## config.mk

```make
export PLATFORM = sky130hd
export DESIGN_NAME = node_address_table_top
export DESIGN_NICKNAME = d
export VERILOG_FILES = /design/src/hw/rtl/nat_pkg.sv /design/src/hw/rtl/node_address_table_top.sv
export SDC_FILE = /design/constraint.sdc
export NUM_CORES = 1
export LEC_CHECK = 0
export BUFFER_PORTS_ARGS = -buffer_cell sky130_fd_sc_hd__buf_2
export CELL_PAD_IN_SITES_DETAIL_PLACEMENT = 0
export CELL_PAD_IN_SITES_GLOBAL_PLACEMENT = 1
export CORE_ASPECT_RATIO = 2
export CORE_MARGIN = 5
export CORE_UTILIZATION = 45
export CTS_CLUSTER_SIZE = 14
export DETAILED_ROUTE_END_ITERATION = 8
export PLACE_DENSITY_LB_ADDON = 0.1
export SYNTH_ARGS = -nofsm -noshare
export SYNTH_HDL_FRONTEND = slang
export SYNTH_SLANG_ARGS = --single-unit
```

## constraint.sdc

```tcl
create_clock -name clk_i -period 14.2 [get_ports clk_i]
set_clock_uncertainty 0.1 [all_clocks]
set_input_delay 3.55 -clock clk_i [delete_from_list [all_inputs] [get_ports clk_i]]
set_output_delay 3.55 -clock clk_i [all_outputs]
set_load 0.02 [all_outputs]
```

## src/hw/rtl/nat_pkg.sv

```systemverilog
`default_nettype none

package nat_pkg;

  // default table size
  localparam int unsigned TABLE_SLOTS = 8;

  // command codes
  typedef enum logic {
    CMD_LOOKUP = 1'b0,
    CMD_REMOVE = 1'b1
  } nat_cmd_e;

  // result status codes
  typedef enum logic [2:0] {
    STS_FOUND    = 3'd0,
    STS_NEW      = 3'd1,
    STS_FULL     = 3'd2,
    STS_REMOVED  = 3'd3,
    STS_ABSENT   = 3'd4,
    STS_RESERVED = 3'd5
  } nat_status_e;

  // sequencer states
  typedef enum logic [1:0] {
    NS_IDLE,
    NS_SEARCH,
    NS_SHIFT,
    NS_DONE
  } nat_state_e;

endpackage

`default_nettype wire

```

## src/hw/rtl/node_address_table_top.sv

```systemverilog
`default_nettype none
// sequence: a reserved address or an empty table goes straight from idle to done;
//   otherwise the search compares the stored slots in turn, and a remove then moves
//   each later entry down one place before the result is registered
// requests: one at a time; the sequencer returns to idle as the result is registered;
//   a stalled result holds the sequencer in its done state until the output register
//   frees
// reset: control and the occupancy count clear at once; memory contents are not
//   cleared, slots at or above the count are never read
module node_address_table_top #(
  parameter int unsigned TableSlots = nat_pkg::TABLE_SLOTS
) (
  input  wire logic       clk_i,
  input  wire logic       rst_ni,
  input  wire logic       in_valid_i,
  output logic            in_stall_o,
  input  wire logic       command_i,
  input  wire logic [7:0] node_address_i,
  output logic            out_valid_o,
  input  wire logic       out_stall_i,
  output logic [2:0]      status_o,
  output logic [2:0]      slot_index_o
);
  import nat_pkg::*;

  localparam int unsigned IW = (TableSlots > 1) ? $clog2(TableSlots) : 1;
  localparam int unsigned CW = $clog2(TableSlots + 1);
  localparam int unsigned SW = (IW > 3) ? IW : 3;

  // slot memory, one read and one write port
  logic [7:0]    mem [TableSlots];
  logic [7:0]    rd_data_q;
  logic          mem_re;
  logic [IW-1:0] mem_raddr;
  logic          mem_we;
  logic [IW-1:0] mem_waddr;
  logic [7:0]    mem_wdata;

  nat_state_e    state_q, state_d;
  nat_cmd_e      cmd_q, cmd_d;
  logic [7:0]    addr_q, addr_d;
  logic [IW-1:0] idx_q, idx_d;
  logic [CW-1:0] used_q, used_d;
  nat_status_e   res_status_q, res_status_d;
  logic [2:0]    res_slot_q, res_slot_d;
  logic          out_valid_q, out_valid_d;
  logic [2:0]    out_status_q, out_status_d;
  logic [2:0]    out_slot_q, out_slot_d;

  logic          in_fire;
  logic          out_free;
  logic          hit;
  logic          more;
  logic          room;
  logic [CW-1:0] idx_next_c;
  logic [SW-1:0] idx_w;
  logic [SW-1:0] used_w;

  // shared conditions
  assign in_fire    = in_valid_i && (state_q == NS_IDLE);
  assign out_free   = !out_valid_q || !out_stall_i;
  assign hit        = (rd_data_q == addr_q);
  assign idx_next_c = CW'(idx_q) + CW'(1);
  assign more       = idx_next_c < used_q;
  assign room       = used_q < CW'(TableSlots);
  assign idx_w      = SW'(idx_q);
  assign used_w     = SW'(used_q[IW-1:0]);

  // next state
  always_comb begin
    state_d = state_q;
    unique case (state_q)
      NS_IDLE: begin
        if (in_fire) begin
          if (node_address_i == 8'd0 || used_q == '0) begin
            state_d = NS_DONE;
          end else begin
            state_d = NS_SEARCH;
          end
        end
      end
      NS_SEARCH: begin
        if (hit) begin
          if (cmd_q == CMD_REMOVE && more) begin
            state_d = NS_SHIFT;
          end else begin
            state_d = NS_DONE;
          end
        end else if (!more) begin
          state_d = NS_DONE;
        end
      end
      NS_SHIFT: begin
        if (!more) begin
          state_d = NS_DONE;
        end
      end
      NS_DONE: begin
        if (out_free) begin
          state_d = NS_IDLE;
        end
      end
      default: state_d = NS_IDLE;
    endcase
  end

  // datapath and memory control
  always_comb begin
    cmd_d        = cmd_q;
    addr_d       = addr_q;
    idx_d        = idx_q;
    used_d       = used_q;
    res_status_d = res_status_q;
    res_slot_d   = res_slot_q;
    mem_re       = 1'b0;
    mem_raddr    = IW'(idx_next_c);
    mem_we       = 1'b0;
    mem_waddr    = idx_q;
    mem_wdata    = addr_q;
    unique case (state_q)
      NS_IDLE: begin
        if (in_fire) begin
          cmd_d      = nat_cmd_e'(command_i);
          addr_d     = node_address_i;
          idx_d      = '0;
          res_slot_d = 3'd0;
          if (node_address_i == 8'd0) begin
            res_status_d = STS_RESERVED;
          end else if (used_q == '0) begin
            if (nat_cmd_e'(command_i) == CMD_LOOKUP) begin
              mem_we       = 1'b1;
              mem_waddr    = '0;
              mem_wdata    = node_address_i;
              used_d       = used_q + CW'(1);
              res_status_d = STS_NEW;
            end else begin
              res_status_d = STS_ABSENT;
            end
          end else begin
            mem_re    = 1'b1;
            mem_raddr = '0;
          end
        end
      end
      NS_SEARCH: begin
        res_slot_d = 3'd0;
        if (hit) begin
          if (cmd_q == CMD_LOOKUP) begin
            res_status_d = STS_FOUND;
            res_slot_d   = idx_w[2:0];
          end else if (more) begin
            mem_re = 1'b1;
            idx_d  = IW'(idx_next_c);
          end else begin
            used_d       = used_q - CW'(1);
            res_status_d = STS_REMOVED;
          end
        end else if (more) begin
          mem_re = 1'b1;
          idx_d  = IW'(idx_next_c);
        end else if (cmd_q == CMD_REMOVE) begin
          res_status_d = STS_ABSENT;
        end else if (room) begin
          mem_we       = 1'b1;
          mem_waddr    = used_q[IW-1:0];
          used_d       = used_q + CW'(1);
          res_status_d = STS_NEW;
          res_slot_d   = used_w[2:0];
        end else begin
          res_status_d = STS_FULL;
        end
      end
      NS_SHIFT: begin
        // move the entry just read down one place
        mem_we    = 1'b1;
        mem_waddr = idx_q - IW'(1);
        mem_wdata = rd_data_q;
        if (more) begin
          mem_re = 1'b1;
          idx_d  = IW'(idx_next_c);
        end else begin
          used_d       = used_q - CW'(1);
          res_status_d = STS_REMOVED;
          res_slot_d   = 3'd0;
        end
      end
      NS_DONE: begin
      end
      default: begin
      end
    endcase
  end

  // output register
  always_comb begin
    out_valid_d  = out_valid_q;
    out_status_d = out_status_q;
    out_slot_d   = out_slot_q;
    if (state_q == NS_DONE && out_free) begin
      out_valid_d  = 1'b1;
      out_status_d = res_status_q;
      out_slot_d   = res_slot_q;
    end else if (out_valid_q && !out_stall_i) begin
      out_valid_d = 1'b0;
    end
  end

  // slot memory
  always_ff @(posedge clk_i) begin
    if (mem_we) begin
      mem[mem_waddr] <= mem_wdata;
    end
    if (mem_re) begin
      rd_data_q <= mem[mem_raddr];
    end
  end

  // control registers
  always_ff @(posedge clk_i or negedge rst_ni) begin
    if (!rst_ni) begin
      state_q     <= NS_IDLE;
      used_q      <= '0;
      out_valid_q <= 1'b0;
    end else begin
      state_q     <= state_d;
      used_q      <= used_d;
      out_valid_q <= out_valid_d;
    end
  end

  // payload registers
  always_ff @(posedge clk_i) begin
    cmd_q        <= cmd_d;
    addr_q       <= addr_d;
    idx_q        <= idx_d;
    res_status_q <= res_status_d;
    res_slot_q   <= res_slot_d;
    out_status_q <= out_status_d;
    out_slot_q   <= out_slot_d;
  end

  assign in_stall_o   = (state_q != NS_IDLE);
  assign out_valid_o  = out_valid_q;
  assign status_o     = out_status_q;
  assign slot_index_o = out_slot_q;

endmodule

`default_nettype wire
```

==> results.md <==
Die:
- The I/O pin count is 21.
- The overall die area is 13400 sq um.
- The core area is 10900 sq um.
- The die is 84.5 microns wide.
- The floorplan die height is 159 microns.
- The effective utilization at floorplan is 45.9%.
- Row generation in the floorplan step produced 54 rows.

CTS:
- Once the clock tree was built, the setup fixing pass inserted 0 buffers.
- CTS placed an instance of sky130_fd_sc_hd__clkbuf_16 at the clock tree root.
- The quantity of gates resized following cts is 0.
- The clock drives 103 sinks.
- Clock-pin slew was measured on the worst setup and hold paths at 80 ps.
- The maximum clock insertion buffer count is 2.
- The number of buffers inserted for hold repair after clock tree synthesis is 0.
- The clock buffer count from CTS is 9.
- TritonCTS built the clock tree.
- The CTS H-tree depth is 3.
- The clock reaches the later pin of the worst-skew pair after 350 ps.

Run status:
- The flow ran to the end, and the final reports show no timing, DRC or antenna violations.

Logic synthesis:
- The Yosys step of the flow raised 0 warnings.
- In the post-synthesis netlist, the cell with the most instances is sky130_fd_sc_hd__edfxtp_1.
- The number of different library cells in the post-synthesis netlist is 59.
- When the netlist entered floorplanning its net count stood at 405.
- The commonest cells after synthesis are sky130_fd_sc_hd__edfxtp_1 (96), sky130_fd_sc_hd__nand2_1 (33), sky130_fd_sc_hd__inv_1 (21), sky130_fd_sc_hd__nor2_1 (20), sky130_fd_sc_hd__a21oi_1 (15).
- The top cell type by area accounts for 57.7% of the synthesized area.
- Counting flops with an async set or reset pin after synthesis yields a share of 6.80%.
- The count of flip-flops with a built-in enable after synthesis is 96.
- The post-synthesis register bit count is 103.
- Ranked by total cell area, the synthesized netlist is headed by sky130_fd_sc_hd__edfxtp_1 (58%), sky130_fd_sc_hd__mux4_2 (3.6%), sky130_fd_sc_hd__dfrtp_1 (3.5%), sky130_fd_sc_hd__ha_1 (3.0%), sky130_fd_sc_hd__nand2_1 (2.5%).
- Synthesis produced 380 cells.
- Among all flip-flop cells after synthesis, the most frequent one is sky130_fd_sc_hd__edfxtp_1.
- The area of the mapped netlist is 5000 sq um.
- Of the synthesized area, sequential elements account for 61.2%.
- The largest area contributor in the netlist is sky130_fd_sc_hd__edfxtp_1.
- The average instance in the mapped netlist occupies 13.1 sq um.

Hold path:
- The path class of the tightest hold or removal check is register to register.
- The end point of the worst hold path is slot_index_o[0].
- The worst hold path passes through 0 cells.
- The launch point of the worst hold path is res_slot_q[0].

STA:
- The final-report max-slew violation count is 0.
- The tightest slew margin relative to the limit is 19.8%.
- Timing would allow up to 158 MHz.
- After layout, the minimum clock period comes to 6320 ps.
- Setup repair after global routing left no endpoint under its margin.
- The share of the clock period used by the worst path after layout is 44.5%.
- The final hold violation count is 0.
- The total setup violations reported at the end of the flow is 0.
- Adding up every negative setup slack in the final design gives 0 ps.
- The transition time of the tightest slew-check pin is 1190 ps.

Pwr:
- The analysis attributes to cell leakage a power of 1.97 nW.
- The total chip power is 1.54 mW.
- VDD sags by at most 0.114 mV.
- For this design the ratio of total power to cell area is 278 nW/um^2.

Layout:
- The final non-filler cell total is 544.
- The multi-input gate area in the final layout is 1790 sq um.
- In the final design database the tool counted 424 nets.
- The number of antenna diodes in the final layout is 0.
- Of the cells placed in the final design, the portion with a size suffix greater than 1 is 16.1%.
- The register area is 3060 sq um.
- The layout has 964 filler cells.
- The layout overhead on the synthesized area is 11.2%.

Place:
- Counting tap cells, the placed design contains a total of 528 instances.
- The total half-perimeter wirelength after legalization and detailed placement is 9210 microns.
- The congestion estimate from routability-driven global placement came to 0.898.
- The number of input and output port buffers inserted is 20.

Detailed routing:
- The average wire per standard cell is 22.7 microns.
- The detailed router finished its first iteration with 233 violations.
- The total length of routed wires is 12300 microns.
- In the routed layout, each cell is associated on average with a via count of 6.01.
- The total iterations of the first detailed-routing run is 5.
- The routed layout has 3269 vias.
- For this run, design rule violations remaining after detail routing come to 0.
- In this run the remaining antenna-violating nets after routing total 0.

Worst setup path:
- For the worst flop-to-flop path, the logic depth is 10.
- Across all register-to-register paths, the minimum setup slack is 9500 ps.
- At the worst endpoint, the arrival time is 6190 ps.
- The element type at the critical path start is a primary input.
- Of all nets on the critical path, the largest fanout is 8.
- The path type of the worst setup path is primary input to register.
- Data on the critical path is required at its endpoint by 14070 ps.
- STA classifies the critical path endpoint as a register.
- The reg-to-reg critical path startpoint is idx_q[0].
- The end of the worst register-to-register path is mem[5][7].

GRT:
- The sum of overflow across all layers after global routing is 0.
- The largest net degree at the start of global routing is 27.
- The via count of the first global-routing pass is 3287.
- The initial antenna violation count is 0.
- The total routing resource utilization after global routing is 18.8%.
- The global-route wire length before repair is 19000 microns.

Run:
- The number of maximum-capacitance violations is 0.
## cell type report
class	instances	area share (%)
Tap cell	140	3.15
Sequential cell	103	55.0
Clock buffer	9	4.05
Inverter	24	1.62
Clock inverter	7	1.46
Multi-Input combinational cell	236	32.2
Timing Repair Buffer	25	2.48
## report_power, final
group	total, mW	switching (mW)	internal (mW)
Combinational	0.756	0.504	0.252
Sequential	0.539	0.0446	0.494
Clock	0.249	0.123	0.126
Total	1.54	0.671	0.872
## worst max-delay path, cell delays in order
cell                        delay [ps]
sky130_fd_sc_hd__buf_2             110
sky130_fd_sc_hd__nor4_1            520
sky130_fd_sc_hd__a2111oi_2         170
sky130_fd_sc_hd__o21ai_1           250
sky130_fd_sc_hd__a21oi_1           100
sky130_fd_sc_hd__or4_4             590
sky130_fd_sc_hd__nor3_1            880
## registers in the layout (all words and copies together), names as in the netlist
register and cells:
status_o 3, out_valid_o 1, rd_data_q 8, res_status_q 3
used_q 4, slot_index_o 3, addr_q 8, mem 64
cmd_q 1, idx_q 3, res_slot_q 3, state_q 2
## per-layer routing
layer,vias up,wire [microns],global-route usage (%)
met5,-,0,0
met4,0,492,9.29
met3,28,501,2.74
met2,125,7020,35.4
met1,1598,4330,19.6
li1,1518,-,-
## through the flow
| step | worst slack (ps) | utilization (%) | instance area, sq um | hold slack, ps |
|---|---|---|---|---|
| 4_1_cts | 7840 | 51.1 | 5560 | 326 |
| 3_3_place_gp | 7540 | 48.3 | 5250 | 300 |
| 6_report | 7880 | 51.1 | 5560 | 328 |
| 2_1_floorplan | 8140 | - | 5000 | 300 |
| 5_1_grt | 7670 | 51.1 | 5560 | 340 |
| 3_5_place_dp | 7530 | 48.3 | 5250 | 307 |
## cells by family (layout without fill, tap and decap cells)
family / after synthesis / in the layout / synth area share (%)
AOI/OAI and AO/OA: 89 / 89 / 12.8
xor gates and xnor gates: 14 / 14 / 2.45
and+or+nand+nor: 103 / 103 / 11.7
muxes: 18 / 18 / 5.61
buffers and inverters: 41 / 65 / 3.16
adders and majority gates: 12 / 12 / 3.01
DFF: 103 / 103 / 61.2
## worst max-delay path by stage
stage | slack, ps | to | from
after floorplan | 8140 | mem[5][0] | node_address_i[4]
after global placement | 7540 | mem[5][6] | node_address_i[4]
after detailed placement | 7530 | mem[5][4] | node_address_i[4]
after CTS | 7840 | mem[5][5] | node_address_i[4]
after global routing | 7670 | mem[5][7] | node_address_i[2]
final | 7880 | mem[5][7] | node_address_i[4]
## layout by cell type (no fill, tap or decap), types with 4 or more instances in the layout
cell and instances:
sky130_fd_sc_hd__nor4_1 4, sky130_fd_sc_hd__buf_4 5, sky130_fd_sc_hd__clkbuf_16 9, sky130_fd_sc_hd__ha_1 12
sky130_fd_sc_hd__a22oi_1 5, sky130_fd_sc_hd__nor2_1 20, sky130_fd_sc_hd__nand3_1 11, sky130_fd_sc_hd__xor2_1 9
sky130_fd_sc_hd__nand2_1 33, sky130_fd_sc_hd__buf_2 20, sky130_fd_sc_hd__mux2i_1 10, sky130_fd_sc_hd__mux4_2 8
sky130_fd_sc_hd__nand3b_1 9, sky130_fd_sc_hd__a21oi_1 15, sky130_fd_sc_hd__o21ai_0 14, sky130_fd_sc_hd__a222oi_1 8
sky130_fd_sc_hd__inv_1 21, sky130_fd_sc_hd__a31oi_1 12, sky130_fd_sc_hd__xnor2_1 4, sky130_fd_sc_hd__nor3_1 5
sky130_fd_sc_hd__edfxtp_1 96, sky130_fd_sc_hd__dfrtp_1 7, sky130_fd_sc_hd__a211oi_1 6
Note: power is estimated with default switching activity, not from simulation.
